===== src/dsr_pkg.sv =====
`timescale 1ns / 1ps
// ----------------------------------------------------------------------------
// Decimal square root - shared package
// Controller states, datapath command group and fixed field widths.
// ----------------------------------------------------------------------------
package dsr_pkg;

  localparam int unsigned ROOT_W = 22;
  localparam int unsigned DP_W   = 3;

  localparam logic [DP_W-1:0]   DP_RESET = 3'd2;
  localparam logic [ROOT_W-1:0] ROOT_MAX = '1;

  typedef enum logic [1:0] {
    ST_IDLE,
    ST_SCALE,
    ST_ROOT,
    ST_DONE
  } dsr_state_e;

  // commands from the controller to the datapath
  typedef struct packed {
    logic load;    // capture a new radicand, clear root and remainder
    logic scale;   // scaled radicand times ten
    logic step;    // one root bit of the binary recurrence
    logic finish;  // register the result and raise the strobe
  } dsr_cmd_t;

endpackage


===== src/dsr_ctrl.sv =====
`timescale 1ns / 1ps
// ----------------------------------------------------------------------------
// Decimal square root - controller
// Sequences load, 2d scaling steps, the root recurrence and the result write.
// ----------------------------------------------------------------------------
module dsr_ctrl #(
  parameter int unsigned MAX_DECIMALS = 4,
  parameter int unsigned ROOT_BITS    = 28
) (
  input  logic                     clk_i,
  input  logic                     rst_ni,
  input  logic                     start,
  input  logic [dsr_pkg::DP_W-1:0] decimals_i,
  output logic                     busy,
  output dsr_pkg::dsr_cmd_t        cmd_o
);
  import dsr_pkg::*;

  localparam int unsigned MAX_CNT = (2 * MAX_DECIMALS > ROOT_BITS) ?
                                    2 * MAX_DECIMALS : ROOT_BITS;
  localparam int unsigned CNT_W   = $clog2(MAX_CNT + 1);

  dsr_state_e       state_q, state_d;
  logic [CNT_W-1:0] cnt_q, cnt_d;
  logic [DP_W-1:0]  dec_eff;
  logic [CNT_W-1:0] scale_cnt;

  // places above the maximum count as the maximum
  assign dec_eff   = (decimals_i > DP_W'(MAX_DECIMALS)) ? DP_W'(MAX_DECIMALS) : decimals_i;
  assign scale_cnt = CNT_W'({dec_eff, 1'b0});

  always_ff @(posedge clk_i or negedge rst_ni) begin
    if (!rst_ni) begin
      state_q <= ST_IDLE;
      cnt_q   <= '0;
    end else begin
      state_q <= state_d;
      cnt_q   <= cnt_d;
    end
  end

  always_comb begin
    state_d = state_q;
    cnt_d   = cnt_q;
    cmd_o   = '0;
    unique case (state_q)
      ST_IDLE: begin
        if (start) begin
          cmd_o.load = 1'b1;
          if (scale_cnt == '0) begin
            state_d = ST_ROOT;
            cnt_d   = CNT_W'(ROOT_BITS);
          end else begin
            state_d = ST_SCALE;
            cnt_d   = scale_cnt;
          end
        end
      end
      ST_SCALE: begin
        cmd_o.scale = 1'b1;
        cnt_d       = cnt_q - CNT_W'(1);
        if (cnt_q == CNT_W'(1)) begin
          state_d = ST_ROOT;
          cnt_d   = CNT_W'(ROOT_BITS);
        end
      end
      ST_ROOT: begin
        cmd_o.step = 1'b1;
        cnt_d      = cnt_q - CNT_W'(1);
        if (cnt_q == CNT_W'(1)) begin
          state_d = ST_DONE;
        end
      end
      ST_DONE: begin
        cmd_o.finish = 1'b1;
        state_d      = ST_IDLE;
      end
      default: begin
        state_d = ST_IDLE;
      end
    endcase
  end

  assign busy = (state_q != ST_IDLE);

endmodule


===== src/dsr_datapath.sv =====
`timescale 1ns / 1ps
// ----------------------------------------------------------------------------
// Decimal square root - datapath
// Radicand scaling by ten per cycle, restoring root recurrence, result regs.
// ----------------------------------------------------------------------------
module dsr_datapath #(
  parameter int unsigned RADICAND_WIDTH = 16,
  parameter int unsigned SCALED_W       = 56,
  parameter int unsigned ROOT_BITS      = 28
) (
  input  logic                       clk_i,
  input  logic                       rst_ni,
  input  dsr_pkg::dsr_cmd_t          cmd_i,
  input  logic [RADICAND_WIDTH-1:0]  radicand_i,
  output logic [dsr_pkg::ROOT_W-1:0] root_scaled_o,
  output logic                       exact_o,
  output logic                       done_o
);
  import dsr_pkg::*;

  localparam int unsigned REM_W = ROOT_BITS + 2;
  localparam int unsigned CMP_W = (ROOT_BITS > ROOT_W) ? ROOT_BITS : ROOT_W;

  logic [SCALED_W-1:0]  scaled_q;
  logic [ROOT_BITS-1:0] root_q;
  logic [REM_W-1:0]     rem_q;
  logic [REM_W-1:0]     rem_shift;
  logic [REM_W:0]       trial;
  logic                 trial_neg;
  logic [CMP_W-1:0]     root_ext;
  logic                 sat;
  logic [ROOT_W-1:0]    root_out_q;
  logic                 exact_q;
  logic                 done_q;

  // bring down the next radicand bit pair and try root*4 + 1
  assign rem_shift = {rem_q[REM_W-3:0], scaled_q[SCALED_W-1 -: 2]};
  assign trial     = {1'b0, rem_shift} - {1'b0, root_q, 2'b01};
  assign trial_neg = trial[REM_W];

  assign root_ext = CMP_W'(root_q);
  assign sat      = root_ext > CMP_W'(ROOT_MAX);

  always_ff @(posedge clk_i) begin
    if (cmd_i.load) begin
      scaled_q <= SCALED_W'(radicand_i);
      root_q   <= '0;
      rem_q    <= '0;
    end else if (cmd_i.scale) begin
      // x*10 = x*8 + x*2
      scaled_q <= (scaled_q << 3) + (scaled_q << 1);
    end else if (cmd_i.step) begin
      scaled_q <= scaled_q << 2;
      root_q   <= {root_q[ROOT_BITS-2:0], ~trial_neg};
      rem_q    <= trial_neg ? rem_shift : trial[REM_W-1:0];
    end
  end

  always_ff @(posedge clk_i) begin
    if (cmd_i.finish) begin
      root_out_q <= sat ? ROOT_MAX : ROOT_W'(root_q);
      exact_q    <= !sat && (rem_q == '0);
    end
  end

  always_ff @(posedge clk_i or negedge rst_ni) begin
    if (!rst_ni) begin
      done_q <= 1'b0;
    end else begin
      done_q <= cmd_i.finish;
    end
  end

  assign root_scaled_o = root_out_q;
  assign exact_o       = exact_q;
  assign done_o        = done_q;

endmodule


===== src/decimal_square_root.sv =====
`timescale 1ns / 1ps
// ----------------------------------------------------------------------------
// Decimal square root
// root_scaled = floor(sqrt(radicand * 10^(2d))), exact when nothing remains.
// ----------------------------------------------------------------------------
//  channel   ports                                 handshake
//  request   start, radicand_i                     taken when start && !busy
//  result    done_o, root_scaled_o, exact_o        one-cycle strobe, no stall
//  config    cfg_we_i, cfg_data_i                  written when cfg_we_i
//
//  A request runs the load, 2*d scaling steps, ROOT_BITS root steps and the
//  result write; a new request is taken only once busy falls again. d is the clamped
//  decimal_places, ROOT_BITS is half the scaled radicand width (22 by default).
//  Scaling is one multiply-by-ten per cycle, the root one bit per cycle. Reset
//  clears the controller and sets decimal_places to 2.
// ----------------------------------------------------------------------------
module decimal_square_root #(
  parameter int unsigned RADICAND_WIDTH = 16,
  parameter int unsigned MAX_DECIMALS   = 4
) (
  input  logic                       clk_i,
  input  logic                       rst_ni,
  input  logic                       start,
  output logic                       busy,
  input  logic [RADICAND_WIDTH-1:0]  radicand_i,
  input  logic                       cfg_we_i,
  input  logic [dsr_pkg::DP_W-1:0]   cfg_data_i,
  output logic                       done_o,
  output logic [dsr_pkg::ROOT_W-1:0] root_scaled_o,
  output logic                       exact_o
);
  import dsr_pkg::*;

  localparam longint unsigned SCALE_MAX = 64'd10 ** (2 * MAX_DECIMALS);
  localparam int unsigned     SCALE_W   = $clog2(SCALE_MAX);
  localparam int unsigned     RAW_W     = RADICAND_WIDTH + SCALE_W;
  localparam int unsigned     SCALED_W  = RAW_W + (RAW_W % 2);
  localparam int unsigned     ROOT_BITS = SCALED_W / 2;

  logic [DP_W-1:0] decimals_q;
  dsr_cmd_t        cmd;

  always_ff @(posedge clk_i or negedge rst_ni) begin
    if (!rst_ni) begin
      decimals_q <= DP_RESET;
    end else if (cfg_we_i) begin
      decimals_q <= cfg_data_i;
    end
  end

  dsr_ctrl #(
    .MAX_DECIMALS (MAX_DECIMALS),
    .ROOT_BITS    (ROOT_BITS)
  ) u_ctrl (
    .clk_i      (clk_i),
    .rst_ni     (rst_ni),
    .start      (start),
    .decimals_i (decimals_q),
    .busy       (busy),
    .cmd_o      (cmd)
  );

  dsr_datapath #(
    .RADICAND_WIDTH (RADICAND_WIDTH),
    .SCALED_W       (SCALED_W),
    .ROOT_BITS      (ROOT_BITS)
  ) u_datapath (
    .clk_i         (clk_i),
    .rst_ni        (rst_ni),
    .cmd_i         (cmd),
    .radicand_i    (radicand_i),
    .root_scaled_o (root_scaled_o),
    .exact_o       (exact_o),
    .done_o        (done_o)
  );

endmodule

===== config.mk =====
export PLATFORM = sky130hd
export DESIGN_NAME = decimal_square_root
export DESIGN_NICKNAME = d
export VERILOG_FILES = /design/src/dsr_pkg.sv /design/src/dsr_ctrl.sv /design/src/dsr_datapath.sv /design/src/decimal_square_root.sv
export SDC_FILE = /design/constraint.sdc
export NUM_CORES = 1
export LEC_CHECK = 0
export BUFFER_PORTS_ARGS = -buffer_cell sky130_fd_sc_hd__buf_2
export CAP_MARGIN = 20
export CORE_MARGIN = 4
export CORE_UTILIZATION = 26
export CTS_BUF_LIST = sky130_fd_sc_hd__clkbuf_16
export DETAILED_ROUTE_END_ITERATION = 8
export GPL_TIMING_DRIVEN = 1
export PLACE_DENSITY = 0.44
export REMOVE_ABC_BUFFERS = 1
export SKIP_LAST_GASP = 1
export SLEW_MARGIN = 15
export SYNTH_ARGS = -nofsm -noshare
export SYNTH_HDL_FRONTEND = slang
export SYNTH_HIERARCHICAL = 1
export SYNTH_SLANG_ARGS = --single-unit

===== constraint.sdc =====
create_clock -name clk_i -period 2.65 [get_ports clk_i]
set_input_delay 0.53 -clock clk_i [delete_from_list [all_inputs] [get_ports clk_i]]
set_output_delay 0.53 -clock clk_i [all_outputs]
set_load 0.05 [all_outputs]

======== After elaboration in Yosys (flattened, before gate mapping) ========
Cells that the tools add are included.
storage, ports and cells
  bits in registers ....................... 124
  input bits .............................. 23
  output and inout port bits .............. 25
  word-level logic and storage cells ...... 55
operators by class
  $add $sub $neg .......................... 3
  order comparisons ....................... 2
  equal/unequal tests ..................... 7
  mux-type cells .......................... 19
  bitwise gates (word level) .............. 2
  reductions and logical operators ........ 12
operators by type and width
  cell                                                    number
  2-to-1 mux 44 bit                                       2
  adder 44 bit                                            1
  subtractor 24 x 24 -> 25 bit                            1
  zero test 24 bit                                        1
  2-to-1 mux 24 bit                                       1
  greater-than comparator 22 bit (second input constant)  1
  2-to-1 mux 16 bit                                       1
  2-to-1 mux 5 bit                                        3
  case mux 5 bit (3 select lines)                         1
  2-to-1 mux 2 bit                                        4
  case mux 2 bit (4 select lines)                         1
  nonzero test 3 bit                                      2
  equality test 5 x 1 -> 1 bit (second input constant)    1
  zero test 5 bit                                         1
  2-to-1 mux 1 bit                                        5
  subtractor 5 x 1 -> 5 bit (second input constant)       1
  equality test 2 bit (second input constant)             2
  inequality test 2 x 1 -> 1 bit (second input constant)  2
  AND reduction 2 bit                                     2
  nonzero test 2 bit                                      2
  greater-than comparator 3 bit (second input constant)   1
  2-to-1 mux 3 bit                                        1
  AND reduction 3 bit                                     1
  equality test 2 x 1 -> 1 bit (second input constant)    1
  other kinds (5)                                         6

======== Longest topological paths before layout ========
Gate-level depths: netlist of the first run.
  word-level depth ........................ 6
  gate-level depth with buffers ........... 13
  depth with buffers taken out ............ 10

======== Modules after synthesis ========
Netlist of the first run, hierarchy kept.
by module, submodules not included
  module               instances  cells an instance  area an instance (um^2)  seq. area each (um^2)
  dsr_datapath         1          970                8026.4                   2677.6
  dsr_ctrl             1          66                 579.3                    175.2
  decimal_square_root  1          6                  110.1                    76.3

======== Worst setup path after synthesis of the first run ========
Ideal clock, no wire load.
  path kind ............................... register to register
  from .................................... reg u_datapath.root_q[5] (netlist: u_datapath/root_ext[5])
  to ...................................... reg u_datapath.rem_q[2]
  setup time .............................. 0.132 ns
  data arrival time ....................... 2.583 ns
  data required time ...................... 2.518 ns
  slack ................................... -0.065 ns
  stages on the path, launching flop included .. 14
  path buffers ............................ 3
  period minus slack after synthesis ...... 2.715 ns
  cells stage by stage .................... dfxtp_1 -> inv_1 -> ha_1 -> a21o_1 -> nor3_1 -> a211oi_1 -> a2111o_1 -> and3_1 -> buf_6 -> or2_1 -> buf_6 -> buf_6 -> o21ai_1 -> a21oi_1
between the ends
  longest elaborated chain between the ends .. 2
ends and longest elaborated chain
  element                       RTL line            source
  start, declared               dsr_datapath.sv:25  logic [ROOT_BITS-1:0] root_q;
  start signal, assigned        dsr_datapath.sv:54  root_q <= {root_q[ROOT_BITS-2:0], ~trial_neg};
  subtractor 24 x 24 -> 25 bit  dsr_datapath.sv:38  assign trial = {1'b0, rem_shift} - {1'b0, root_q, 2'b01};
  2-to-1 mux 24 bit             dsr_datapath.sv:55  rem_q <= trial_neg ? rem_shift : trial[REM_W-1:0];
  end signal, assigned          dsr_datapath.sv:55
  end, declared                 dsr_datapath.sv:26  logic [REM_W-1:0] rem_q;
No other way between the ends.
A chain may end at the register's enable or synchronous reset.

======== Final worst setup path of the first run ========
  from .................................... reg u_datapath.scaled_q[2]
  to ...................................... reg u_datapath.scaled_q[42]
between the ends
  longest elaborated chain between the ends .. 2
ends and longest elaborated chain
  element                 RTL line            source
  start, declared         dsr_datapath.sv:24  logic [SCALED_W-1:0] scaled_q;
  start signal, assigned  dsr_datapath.sv:46  scaled_q <= SCALED_W'(radicand_i);
  start signal, assigned  dsr_datapath.sv:51  scaled_q <= (scaled_q << 3) + (scaled_q << 1);
  start signal, assigned  dsr_datapath.sv:53  scaled_q <= scaled_q << 2;
  adder 44 bit            dsr_datapath.sv:51
  2-to-1 mux 44 bit       dsr_datapath.sv:49  end else if (cmd_i.scale) begin
No other way between the ends.

==> results of run 1 <==
flip-flops by register name (all words and copies together) (netlist names):
| name | count |
|---|---|
| u_datapath/root_ext | 22 |
| u_datapath/exact_o | 1 |
| u_datapath/done_o | 1 |
| u_datapath/rem_q | 24 |
| u_ctrl/cnt_q | 5 |
| decimals_q | 3 |
| u_datapath/root_scaled_o | 22 |
| u_datapath/scaled_q | 44 |
| u_ctrl/state_q | 2 |
cells by family (layout without fill, tap and decap cells):
logic type                 after synthesis  in the layout  share of synthesized area
and+or+nand+nor                        298            298                      0.164
DFF                                    124            124                      0.336
adders and majority gates               70             70                      0.101
buffers and inverters                  113            271                     0.0515
muxes                                   37             37                     0.0439
xor gates and xnor gates                55             55                     0.0553
AOI/OAI and AO/OA                      345            345                      0.248
cell type report:
cell class,count,area [µm²],area share
Inverter,38,143,0.0123
Sequential cell,124,2940,0.253
Clock buffer,20,500,0.0430
Timing Repair Buffer,201,1460,0.126
Multi-Input combinational cell,805,5920,0.509
Clock inverter,12,115,0.00989
Tap cell,442,553,0.0475
metrics by stage:
stage / util / hold slack [ns] / setup slack, ns / std cells
global route: 0.355 / 0.329 / -0.0312 / 1642
detailed placement: 0.314 / 0.422 / -0.266 / 1594
finish: 0.355 / 0.345 / 0.0808 / 1642
floorplan: - / 0.234 / -1.65 / 967
global placement: 0.314 / 0.423 / -0.241 / 1594
CTS: 0.336 / 0.323 / 0.00379 / 1629
worst max-delay path, cell delays in order, from the launching register on:
cell and delay (ns):
edfxtp_1 0.42, buf_4 0.17, ha_4 0.23, o211ai_1 0.23, o21ai_2 0.11, o311ai_1 0.29
buf_4 0.21, o31ai_4 0.10, a31o_4 0.26, a21bo_2 0.22, mux2i_1 0.12, nor3_1 0.14
layer usage:
metal  share of wire  vias up  GRT usage
li1                -     4119          -
met1            0.47     3822      0.180
met2            0.49       94      0.242
met3           0.026       16     0.0232
met5               0        -          0
met4           0.010        0     0.0323
synthesized netlist by cell type, types with 4 or more instances:
| cell | count | area [µm²] |
|---|---|---|
| a211oi_1 | 27 | 203 |
| a21o_1 | 28 | 210 |
| a21oi_1 | 103 | 515 |
| a221oi_1 | 4 | 35.0 |
| a31oi_1 | 21 | 131 |
| and2_1 | 7 | 43.8 |
| and3_1 | 8 | 50.1 |
| buf_1 | 4 | 15.0 |
| clkbuf_1 | 66 | 248 |
| dfrtp_1 | 10 | 250 |
| dfxtp_1 | 74 | 1480 |
| edfxtp_1 | 39 | 1170 |
| ha_1 | 69 | 863 |
| inv_1 | 38 | 143 |
| mux2_2 | 10 | 113 |
| mux2i_1 | 27 | 270 |
| nand2_1 | 134 | 503 |
| nand2b_1 | 7 | 43.8 |
| nand3_1 | 15 | 75.1 |
| nand4_1 | 15 | 93.8 |
| nor2_1 | 37 | 139 |
| nor2b_1 | 20 | 125 |
| nor3_1 | 21 | 105 |
| nor4_1 | 10 | 62.6 |
| o211ai_1 | 8 | 60.1 |
| o21a_1 | 4 | 30.0 |
| o21ai_0 | 79 | 395 |
| o21ai_1 | 5 | 25.0 |
| o21bai_1 | 7 | 52.6 |
| o22ai_1 | 14 | 87.6 |
| o31ai_1 | 7 | 52.6 |
| or3_1 | 6 | 37.5 |
| xnor2_1 | 35 | 307 |
| xor2_1 | 20 | 175 |
what timing repair did:
action                     CTS  global route
gates resized for setup     25           102
gates cloned                 0             0
setup buffers                2            15
setup endpoints to repair   40            47
hold buffers                 1             0
hold endpoints to repair    10             0
pin swaps                    8            46
worst min-delay path by stage:
stage / cells after the start / slack, ns / startpoint / end
final: 2 / 0.34 / cfg_data_i[2] / decimals_q[2]
after global routing: 2 / 0.33 / cfg_data_i[1] / decimals_q[1]
after CTS: 2 / 0.32 / cfg_data_i[1] / decimals_q[1]
after detailed placement: 1 / 0.42 / rst_ni / u_datapath/done_o
after global placement: 1 / 0.42 / rst_ni / u_datapath/done_o
after floorplan: 0 / 0.23 / rst_ni / decimals_q[0]
==> results.md, run 1 <==
- Worst reg-to-reg path cell count: 11
- # rows: 66
- Total global routing track utilization: 0.139
- Async S/R FF share, synth: 0.0887
- Full die area: roughly 37000 µm²
- Hold crit path type: input pin to register
- Max Fclk: slightly below 0.4 GHz
- Worst-margin pin slew: 0.572 ns
- Synthesized cell area: between 8000 and 9000 µm²
- Tcrit/Tclk final: 0.969
- Drt pass-1 iters: 6
- Antenna cells: 0
- Setup Viol. Count Final: 0
- Filler cell count: between 3000 and 4000
- Status: complete, no violations
- Unrepaired setup endpoints after global routing: true
- Final HPWL DP: 18000 µm
- Effective utilization at floorplan: 0.266
- Commonest non-fill, non-tap cells in the layout: 142 x buf_4, 134 x nand2_1, 93 x a21oi_1
- Final GP Congestion: between 0.8 and 0.9
- CP Data Required Time: approximately 3 ns
- CP Launch Point: u_datapath/scaled_q[2]
- Reg clk slew, reported paths: approximately 0.06 ns
- IO buf count: between 40 and 50
- Final Cell Area: between 10000 and 15000 µm²
- Vias: roughly 8100
- Crit path max fanout: 3
- Die extent in x: between 150 and 200 µm
- Critical Path End Type: register
- CP endpoint: u_datapath/scaled_q[42]
- Synth-to-Final Area Change: 33.5%
- H-tree depth: 4
- GRT overflow: 0
- Die Ht: approximately 190 µm
- Worst Clk Skew: about 0.013 ns
- Flop-to-flop setup slack: ~0.081 ns
- CTS tree: yes
- Drt wl/cell: roughly 15 µm
- Post-synth EDFFs: 39
- Max-capacitance violation count: 0
- WP data arrival: 2.92 ns
- Vias per cell: between 4 and 5
- Total CTS buffers: 17
- Register area share after synthesis: 0.336
- Final #Nets: ~1300
- Mean Syn Cell Area: between 8 and 9 µm²
- Vias in the first global route: 8094
- Clock Path Buffers: 2
- Fin. Hold Viols: 0
- Worst-skew pair later-pin latency: between 0.4 and 0.5 ns
- Antenna-violating nets left: 0
- Synth Instances: 1042
- Placed inst area: between 10000 and 15000 µm²
- Share of post-route cells with drive strength above 1: 0.286
- Clock Sinks: between 100 and 150
- I/O pin cnt: 48
- Reg-to-Reg Start: u_datapath/scaled_q[2]
- #FFs+latches synth: roughly 120
- Core footprint: around 33000 µm²
- Crit path kind: register to register
- Root Driver: clkbuf_16
- Initial antenna violation count: 0
- Distinct cells, synth: 74
- Commonest non-fill, non-tap cell in the layout: buf_4
- Worst reg2reg path endpoint: u_datapath/scaled_q[42]
- Setup_tns: 0 ns
- Number of remaining DRC errors: 0
- Leading register cell type out of synthesis: dfxtp_1
- First-pass GRT wire length: between 40000 and 50000 µm
- CP startpoint kind: register
- Max-slew violation count: 0
- Synth warnings: 6
- Min Clock Period, post-route: 2.57 ns
- Slew HR: 0.619
- Largest net degree at the start of global routing: 68
- WL final: around 25000 µm
- Initial drt markers: between 300 and 400
Power of run 1 is not shown: default switching activity piles up to over one toggle a cycle in this logic, so the estimate is an artifact.
==> inputs of run 2 (changes only) <==
Settings changed: PLACE_DENSITY 0.44 to 0.43.
Clock period 2.65 ns to 2.85 ns, I/O delays scaled along.
==> results.md, run 2 (synthesis results as in run 1) <==
- Fin cells: 1561 (-4.9%)
- Worst-margin pin slew: 0.768 ns (+0.197 ns)
- CP Buf/Inv Count: 0 (-2)
- Drt pass-1 iters: 4 (-2)
- Top reg by flops: u_datapath/scaled_q
- WP data arrival: 2.90 ns (-0.02 ns)
- Synth-to-Final Area Change: 20.2%
- WL final: 24400 µm (-3.9%)
- Vias: 7748 (-3.8%)
- First-pass GRT wire length: 40300 µm (-2.5%)
- Final GP Congestion: 0.826 (-2.9%)
- Final #Nets: 1199 (-6.3%)
- Top flop regs: u_datapath/scaled_q x44, u_datapath/rem_q x24
- Initial antenna violation count: 0 (unchanged)
- Drt wl/cell: 15.6 µm (+1.1%)
- Crit path max-delay family: compound AO/OA/AOI/OAI gates
- Worst-skew pair later-pin latency: 0.43 ns (about the same)
- Number of remaining DRC errors: 0 (unchanged)
- Core footprint: 32800 µm² (unchanged)
- Clock Sinks: 124 (unchanged)
- IO buf count: 47 (unchanged)
- Slew HR: 0.488 (-0.131)
- Clock Path Buffers: 2 (unchanged)
- Final HPWL DP: 16900 µm (-6.3%)
- Final Cell Area: 10500 µm² (-10%)
- Max-slew violation count: 0 (unchanged)
- Setup_tns: 0 ns (unchanged)
- # rows: 66 (unchanged)
- Effective utilization at floorplan: 0.266 (unchanged)
- Critical Path End Type: register
- CP startpoint kind: register
- Total global routing track utilization: 0.135 (-0.00362)
- Min Clock Period, post-route: 2.73 ns (+0.163 ns)
- Crit path kind: register to register
- Crit-path max cell delay: 0.43 ns (about the same)
- Reg clk slew, reported paths: 0.06 ns (about the same)
- GRT overflow: 0 (unchanged)
- Max Fclk: 0.366 GHz (-6.0%)
- Full die area: 36500 µm² (unchanged)
- Share of post-route cells with drive strength above 1: 0.172 (-0.113)
- Status: complete, no violations
- Slowest stage cell, crit path: fa_1
- Vias per cell: 4.96 (+1.2%)
- Antenna cells: 0 (unchanged)
- CP Data Required Time: 3.02 ns (+0.02 ns)
- Worst Clk Skew: 0.00793 ns (-0.00466 ns)
- Total CTS buffers: 17 (unchanged)
- Commonest non-fill, non-tap cells in the layout: 134 x nand2_1, 101 x a21oi_1, 75 x o21ai_0
- Antenna-violating nets left: 0 (unchanged)
- Inst Count DP: 1525 (-4.3%)
- Root Driver: clkbuf_16
- Max-capacitance violation count: 0 (unchanged)
- H-tree depth: 4 (unchanged)
- I/O pin cnt: 48 (unchanged)
- Fin. Hold Viols: 0 (unchanged)
- Most used cell, CP: o21ai_0
- Largest net degree at the start of global routing: 65 (-4.4%)
- Critical Path, Cell by Cell: ha_1 > fa_1 > a211oi_2 > o21ai_2 > a31o_2 > a21oi_1 > o21ai_0 > xor2_1 > mux2i_1 > o21ai_0
- Initial drt markers: 367 (-4.9%)
- Max reg flops: 44 (unchanged)
- Hold crit path type: input pin to register
- Commonest non-fill, non-tap cell in the layout: nand2_1
- Tcrit/Tclk final: 0.959 (-0.0107)
- CTS tree: yes
- Die extent in x: 191 µm (unchanged)
- Placed inst area: 9770 µm² (-5.0%)
- Vias in the first global route: 7789 (-3.8%)
- Crit path max fanout: 3 (unchanged)
- Die Ht: 191 µm (unchanged)
- Setup Viol. Count Final: 0 (unchanged)
- Unrepaired setup endpoints after global routing: true
## run 2: what timing repair did
item | in CTS | in global routing
pin swaps | 0 | 5
resized for setup | 3 | 22
hold buffers | 1 | 0
setup buffers | 0 | 2
endpoints found under the setup margin | 7 | 44
endpoints found under the hold margin | 10 | 0
## run 2: routing by layer
| layer | GRT usage | up-vias | share of wire |
|---|---|---|---|
| met5 | 0 | - | 0 |
| met3 | 0.0250 | 9 | 0.027 |
| met4 | 0.0301 | 0 | 0.0066 |
| met2 | 0.232 | 82 | 0.49 |
| li1 | - | 3945 | - |
| met1 | 0.177 | 3712 | 0.48 |
## run 2: path summary, 6_finish.rpt
| check | endpoint | slack (ns) | startpoint | depth (start not counted) |
|---|---|---|---|---|
| worst min-delay path | decimals_q[1] | 0.37 | cfg_data_i[1] | 2 |
| worst min register to register | u_datapath/root_scaled_o[7] | 0.46 | u_datapath/root_ext[7] | 0 |
| worst max-delay path | u_datapath/scaled_q[15] | 0.12 | u_datapath/scaled_q[0] | 10 |
| max in group asynchronous | decimals_q[1] | 2.03 | rst_ni | 2 |
| worst max register to register | u_datapath/scaled_q[15] | 0.12 | u_datapath/scaled_q[0] | 10 |
| min in group asynchronous | u_datapath/done_o | 0.55 | rst_ni | 2 |
## run 2: stage by stage
stage	hold WS, ns	util	worst slack [ns]
after global placement	0.461	0.298	-0.131
after floorplan	0.274	-	-1.45
after global routing	0.351	0.320	-0.0679
after detailed placement	0.464	0.298	-0.0577
after CTS	0.345	0.316	0.0139
final	0.373	0.320	0.117
## run 2: area by class of cell
class                           count  area [µm²]
Multi-Input combinational cell    805        5430
Timing Repair Buffer              120         851
Fill cell                        3495       22300
Clock inverter                     13         100
Clock buffer                       19         475
Sequential cell                   124        2930
Tap cell                          442         553
Inverter                           38         143
Power of run 2 is left out for the same reason.
